`config.mk`:
```
export PLATFORM = sky130hd
export DESIGN_NAME = sfdf_mod
export DESIGN_NICKNAME = d
export VERILOG_FILES = /design/src/design/assert_macros.svh /design/src/design/sfdf_pkg.sv /design/src/design/sfdf_mod.sv
export SDC_FILE = /design/constraint.sdc
export NUM_CORES = 1
export LEC_CHECK = 0
export BUFFER_PORTS_ARGS = -buffer_cell sky130_fd_sc_hd__buf_2
export CAP_MARGIN = 20
export CORE_MARGIN = 1
export CORE_UTILIZATION = 55
export DETAILED_ROUTE_END_ITERATION = 8
export GPL_TIMING_DRIVEN = 1
export PLACE_DENSITY_LB_ADDON = 0.2
export SETUP_SLACK_MARGIN = 0.3
export SLEW_MARGIN = 20
export SYNTH_ARGS = -nofsm -noshare
export SYNTH_HDL_FRONTEND = slang
export SYNTH_SLANG_ARGS = --single-unit
```
`constraint.sdc`:
```
create_clock -name i_clk -period 11.06 [get_ports i_clk]
set_input_delay 0.553 -clock i_clk [delete_from_list [all_inputs] [get_ports i_clk]]
set_output_delay 0.553 -clock i_clk [all_outputs]
set_load 0.02 [all_outputs]
```
`src/design/assert_macros.svh`:
```
// Assertion macros used by the top-level design file.
`ifndef ASSERT_MACROS_SVH
`define ASSERT_MACROS_SVH

// Concurrent check that is switched off while the reset is held.
`define SFDF_ASSERT(label, clk, rst_n, prop, msg) \
    label: assert property (@(posedge clk) disable iff (!rst_n) prop) else $error(msg);

// Concurrent check that also holds while the reset is held.
`define SFDF_ASSERT_ALWAYS(label, clk, prop, msg) \
    label: assert property (@(posedge clk) prop) else $error(msg);

`endif

```
`src/design/sfdf_pkg.sv`:
```
// Types and constants of the sampled flow duplicate filter.
package sfdf_pkg;

    localparam int HASH_W      = 64;
    localparam int THR_W       = 31;
    localparam int HCNT_W      = 4;
    localparam int WCNT_W      = 12;
    localparam int IDX_IN_W    = 16;
    localparam int MOD_STEP    = 4;
    localparam int MAX_POS     = 8;
    localparam int POS_W       = 6;
    localparam int STATUS_BIT  = 32;
    localparam int SAMPLE_LSB  = 33;
    localparam int CFG_IDX_W   = 2;
    localparam int WORDS_DEF   = 2048;

    localparam logic [HASH_W-1:0] WORD_RESET = 64'hAAAA_AAAA_AAAA_AAAA;

    localparam logic [THR_W-1:0]  THR_RESET  = 31'd429496730;
    localparam logic [HCNT_W-1:0] HCNT_RESET = 4'd4;
    localparam logic [WCNT_W-1:0] WCNT_RESET = 12'd1250;

    // Configuration register indexes.
    localparam logic [CFG_IDX_W-1:0] REG_SAMPLE_THRESHOLD = 2'd0;
    localparam logic [CFG_IDX_W-1:0] REG_HASH_COUNT       = 2'd1;
    localparam logic [CFG_IDX_W-1:0] REG_WORD_COUNT       = 2'd2;

    typedef logic [WCNT_W-1:0] t_wcnt;

endpackage

```
`src/design/sfdf_mod.sv`:
```
// Iterative remainder unit: 16-bit dividend modulo a 12-bit divisor.
module sfdf_mod (
    input  logic                     i_clk,
    input  logic                     i_rst_n,
    input  logic                     i_start,
    input  logic [sfdf_pkg::IDX_IN_W-1:0] i_dividend,
    input  sfdf_pkg::t_wcnt          i_divisor,
    output logic                     o_done,
    output sfdf_pkg::t_wcnt          o_rem
);
    import sfdf_pkg::*;

    localparam int N_ITER = IDX_IN_W / MOD_STEP;
    localparam int ITER_W = (N_ITER > 1) ? $clog2(N_ITER) : 1;

    logic                r_busy;
    logic [ITER_W-1:0]   r_cnt;
    logic [IDX_IN_W-1:0] r_quo;
    t_wcnt               r_rem;
    logic [IDX_IN_W-1:0] n_quo;
    t_wcnt               n_rem;
    logic [WCNT_W:0]     trial;

    // Restoring remainder steps, one dividend bit each, MOD_STEP per cycle.
    always_comb begin
        n_rem = r_rem;
        n_quo = r_quo;
        trial = '0;
        for (int j = 0; j < MOD_STEP; j++) begin
            trial = {n_rem, n_quo[IDX_IN_W-1]};
            n_quo = {n_quo[IDX_IN_W-2:0], 1'b0};
            if (trial >= {1'b0, i_divisor}) begin
                trial = trial - {1'b0, i_divisor};
            end
            n_rem = trial[WCNT_W-1:0];
        end
    end

    always_ff @(posedge i_clk) begin
        if (!i_rst_n) begin
            r_busy <= 1'b0;
            r_cnt  <= '0;
        end else if (i_start) begin
            r_busy <= 1'b1;
            r_cnt  <= '0;
        end else if (r_busy) begin
            r_cnt <= r_cnt + 1'b1;
            if (r_cnt == ITER_W'(N_ITER - 1)) begin
                r_busy <= 1'b0;
            end
        end
    end

    always_ff @(posedge i_clk) begin
        if (i_start) begin
            r_quo <= i_dividend;
            r_rem <= '0;
        end else if (r_busy) begin
            r_quo <= n_quo;
            r_rem <= n_rem;
        end
    end

    assign o_done = r_busy && (r_cnt == ITER_W'(N_ITER - 1));
    assign o_rem  = r_rem;

endmodule

```
; ---- Word-level counts from Yosys, hierarchy flattened
; Cells that the tools add are included.
[word_totals]
ff_bits = 31
in_bits = 31
out_inout_bits = 13
[classes]
n_addsub = 5
magnitude_cmp = 4
eq_ne = 1
mux = 9
n_bitwise = 1
n_reduce_logical = 3
[ops]
columns = operator, n
row1 = 13-bit by 12-bit greater-or-equal comparator with 1-bit output, 4
row2 = 12-bit two-way mux, 4
row3 = 12-bit subtractor, 4
row4 = 16-bit two-way mux, 2
row5 = 1-bit two-way mux, 3
row6 = 2-bit by 1-bit adder with 2-bit output (second input constant), 1
row7 = 2-bit equality test (second input constant), 1
row8 = 2-bit nonzero test, 1
row9 = 2-bit OR reduction, 1
row10 = 1-bit logical AND, 1
row11 = 1-bit NOT, 1

; ---- Logic depth before layout (Yosys ltp)
[logic_depth]
depth_word = 8
depth_mapped = 40
ltp_nobuf = 38

; ---- Worst setup path after synthesis
; Ideal clock, no wire load.
[synth_path]
kind = input port to flip-flop
start = in i_divisor[10]
end = reg r_rem[10] (netlist: o_rem[10])
setup_time_ns = 0.103
t_arrival_ns = 8.660
path_slack_ns = 2.296
cell_stages = 38
n_path_buf = 3
path_cell_list = inv_1 > ha_1 > a21o_1 > a211oi_1 > o21a_1 > nand2_1 > buf_1 > nand2_1 > a21boi_0 > ha_1 > nor2b_1 > o31a_1 > o31a_1 > o31a_1 > o211ai_2 > and3_1 > clkbuf_1 > o21ai_0 > [2 not listed] > nand3_1 > o41ai_1 > a311o_1 > nor3_1 > buf_2 > nand2_1 > o21ai_0 > fa_1 > a21o_1 > a21oi_1 > o21ai_0 > a21oi_1 > o21ai_0 > a21o_1 > a21oi_1 > xnor2_1 > a311oi_1 > a2111oi_2
[synth_between]
elab_chain_len = 8
word_cells_on_any_way = 12
classes_between = add/sub: 4 / order compare: 4 / mux: 4
[synth_lines]
columns = item, line_no
row1 = "start, declared", sfdf_mod.sv:7  ; input sfdf_pkg::t_wcnt i_divisor,
row2 = 12-bit subtractor or 13-bit by 12-bit greater-or-equal comparator with 1-bit output (tied branches), "sfdf_mod.sv:33, sfdf_mod.sv:32"
row3 = 12-bit two-way mux, sfdf_mod.sv:32  ; if (trial >= {1'b0, i_divisor}) begin
row4 = 12-bit subtractor or 13-bit by 12-bit greater-or-equal comparator with 1-bit output (tied branches), "sfdf_mod.sv:33, sfdf_mod.sv:32"
row5 = 12-bit two-way mux, sfdf_mod.sv:32
row6 = 13-bit by 12-bit greater-or-equal comparator with 1-bit output or 12-bit subtractor (tied branches), "sfdf_mod.sv:32, sfdf_mod.sv:33"
row7 = 12-bit two-way mux, sfdf_mod.sv:32
row8 = 12-bit subtractor or 13-bit by 12-bit greater-or-equal comparator with 1-bit output (tied branches), "sfdf_mod.sv:33, sfdf_mod.sv:32"
row9 = 12-bit two-way mux *, sfdf_mod.sv:32
row10 = "end signal, assigned", sfdf_mod.sv:60  ; r_rem <= n_rem;
row11 = "end, declared", sfdf_mod.sv:19  ; t_wcnt r_rem;
; Mark *: on every way between the ends. The rest lies on a longest branch, timed or not.
; A chain may end at the register's enable or synchronous reset.

; ---- Final worst setup path
; Ends and elaborated chain as after synthesis.

==> reports/metrics.yaml <==
run:
  max-cap-violations: 0
hold_path:
  min_to: "r_busy"
  whs_path_depth: 2
  worst_hold_startpoint: "i_rst_n"
  hold_path_class: "input port to flop"
clock_network:
  cts_setup_buffers: 0
  clk_pin_slew_worst_paths_ps: 60
  htreeDepth: 2
  cts_buffer_depth: 2
  cts-resized-gates: 0
  cts_buffers: 5
  cts_hold_buf: 0
  clock-sinks: 31
  root_buffer: "clkbuf_8"
  insertion_delay_ps: 280
  cts_tree: "done"
floorplanning:
  die_y_um: 88.8
  core_area_um2: 7250
  die_area_um2: 7880
  row_count: 31
  fp.dieW_um: 88.8
  initial_core_util_pct: 57.1
  io_pins: 44
status:
  status: "finished, final reports clean"
sta:
  finalMaxSlewViolations: 0
  slew-limit-headroom_pct: 31.0
  max_clock_freq_ghz: 0.0988
  period_share_pct: 91.5
  rsz0062_at_grt: "no"
  post-route-min-period_ps: 10120
  worstMarginPinSlew_ps: 1030
  setup_viol: 0
  fin_setup_tns_ps: 0
  skew_ps: 5.20
  finalHoldViolations: 0
synthesis:
  synth_seq_cells: 31
  synth.area.top_cells: "ha_1 15%, edfxtp_1 12%, dfxtp_1 7.3%"
  synth_area_um2: 4140
  syn_inst: 487
  ys_seq_area_share_pct: 18.9
  synth.distinct_cells: 64
  asyncSetResetFlopFracSynth_pct: 0
  synth.avg_cell_area_um2: 8.50
  synth-edff-count: 16
  synth_top_flop_cell: "edfxtp_1"
  synth_top_area_share_pct: 14.8
  synthesis.nets: 571
  yosysTopAreaCell: "ha_1"
  yosys_warnings: 0
worst_setup_path:
  r2r-start: "o_rem[9]"
  crit_top_cell: "ha_1"
  start_kind: "input port"
  crit_type: "input port to flop"
  arrival_ps: 10290
  end_kind: "flop"
  worstPathMaxFanout: 13
  cp_slowest_cell: "o221ai_1"
  slowest_delay_ps: 810
  worstPathRequired_ps: 11230
  ff2ff_path_depth: 32
  rrSetupSlack_ps: 1100
  rr_endpoint: "o_rem[10]"
grt:
  grt_pass1_wl_um: 17900
  grt_overflow: 0
  grt_max_degree: 34
  track_usage_pct: 30.2
  antenna_found_initial: 0
  grt_pass1_vias: 3552
cells_and_area:
  final_util_pct: 62.2
  fin_area_um2: 4510
  layout-drive-gt1-share_pct: 19.0
  syn_to_final_growth_pct: 9.00
  n_antenna_cell: 0
  fillCellCount: 660
  nets: 610
routing:
  first_pass_iters: 5
  drt.antenna.violating_nets: 0
  wl_per_cell_um: 18.6
  vias_per_cell: 6.28
  drt-total-wl_um: 11600
  drc: 0
  vias: 3923
  drtIter0Drc: 348
placed_design:
  globalplace.congestion: 0.970
  dp_hpwl_um: 9280
  portBuffers: 43
  postPlaceCellArea_um2: 4440
## worst max-delay path: cells and delay by family
| kind | cells | cell delay (ps) |
|---|---|---|
| and+or+nand+nor | 8 | 1470 |
| adders and majority gates | 4 | 1400 |
| muxes | 1 | 440 |
| buffers and inverters | 4 | 730 |
| AOI/OAI and AO/OA | 17 | 5660 |
## metal layers
metal	wire, µm	GRT usage, %
met2	5210	48.7
met5	0	0
met4	397	12.9
met1	5220	39.5
met3	784	5.60
## through the flow
step / instances / worst slack [ps] / hold slack [ps]
after CTS: 625 / 1170 / 494
final: 625 / 939 / 498
after global routing: 625 / 426 / 506
after global placement: 618 / 1240 / 477
after detailed placement: 618 / 879 / 503
after floorplan: 487 / 2300 / 465
## registers in the layout, summed over array words and instances (netlist names)
| register | count |
|---|---|
| r_quo | 16 |
| o_rem | 12 |
| r_cnt | 2 |
| r_busy | 1 |
## cells in the mapped netlist (all sizes together), types with 5 or more instances
master  instances
a21oi          32
a311oi         12
a31oi           5
nor2           40
dfxtp          15
mux2           27
nand2b         11
a21o           11
o21ai          24
o31ai           5
edfxtp         16
xnor2          25
inv            39
nand3          14
nand4           9
clkbuf          7
nand2          29
nor2b           6
and2            9
a211oi          7
xor2            8
buf             6
nor3           11
mux2i           5
ha             49
a221oi          8
o21a            7
## kinds of logic (layout without fill, tap and decap cells)
group	after synthesis	count (layout)	share of synthesized area [%]
DFF	31	31	18.9
AOI/OAI and AO/OA	146	146	26.8
xor gates and xnor gates	33	33	6.98
muxes	32	32	8.64
buffers and inverters	52	91	4.95
and+or+nand+nor	140	140	17.0
adders and majority gates	53	53	16.7
## how the worst max path moves through the flow
stage / startpoint / endpoint / slack (ps) / cells past startpoint
2_1_floorplan: i_divisor[10] / o_rem[10] / 2300 / 38
3_3_place_gp: i_divisor[10] / o_rem[4] / 1240 / 34
3_5_place_dp: i_divisor[10] / o_rem[10] / 880 / 34
4_1_cts: i_divisor[10] / o_rem[10] / 1170 / 34
5_1_grt: i_divisor[6] / o_rem[10] / 430 / 34
6_report: i_divisor[10] / o_rem[10] / 940 / 34
## placed cells by master, fill, tap and decap left out, types with 3 or more instances in the layout
| cell type | count |
|---|---|
| and2_1 | 8 |
| clkbuf_8 | 5 |
| mux2_2 | 26 |
| nor3_1 | 10 |
| o21a_1 | 7 |
| a221oi_1 | 5 |
| xnor2_1 | 25 |
| a21o_1 | 11 |
| o31a_1 | 4 |
| ha_1 | 49 |
| a2111oi_2 | 4 |
| fa_1 | 4 |
| buf_2 | 43 |
| o31ai_1 | 4 |
| a311o_1 | 4 |
| inv_1 | 39 |
| nand2_1 | 29 |
| nand4_1 | 9 |
| a31oi_1 | 5 |
| edfxtp_1 | 16 |
| a21oi_1 | 30 |
| o21bai_1 | 3 |
| xor2_1 | 8 |
| nand2b_1 | 11 |
| o2111ai_1 | 3 |
| mux2i_1 | 5 |
| a211oi_1 | 6 |
| nor2_1 | 40 |
| nor2b_1 | 6 |
| a21boi_0 | 4 |
| a311oi_1 | 12 |
| o21ai_0 | 24 |
| dfxtp_1 | 15 |
| nand3_1 | 13 |
## layout make-up
cell class	count	area, µm²	share of cell area, %
Sequential cell	31	781	17.3
Tap cell	99	124	2.74
Timing Repair Buffer	45	230	5.10
Inverter	39	146	3.24
Clock buffer	5	68.8	1.52
Clock inverter	2	8.76	0.194
Multi-Input combinational cell	404	3160	69.9
Power is not shown: default switching activity piles up to over one toggle a cycle in this logic, so the estimate is an artifact.
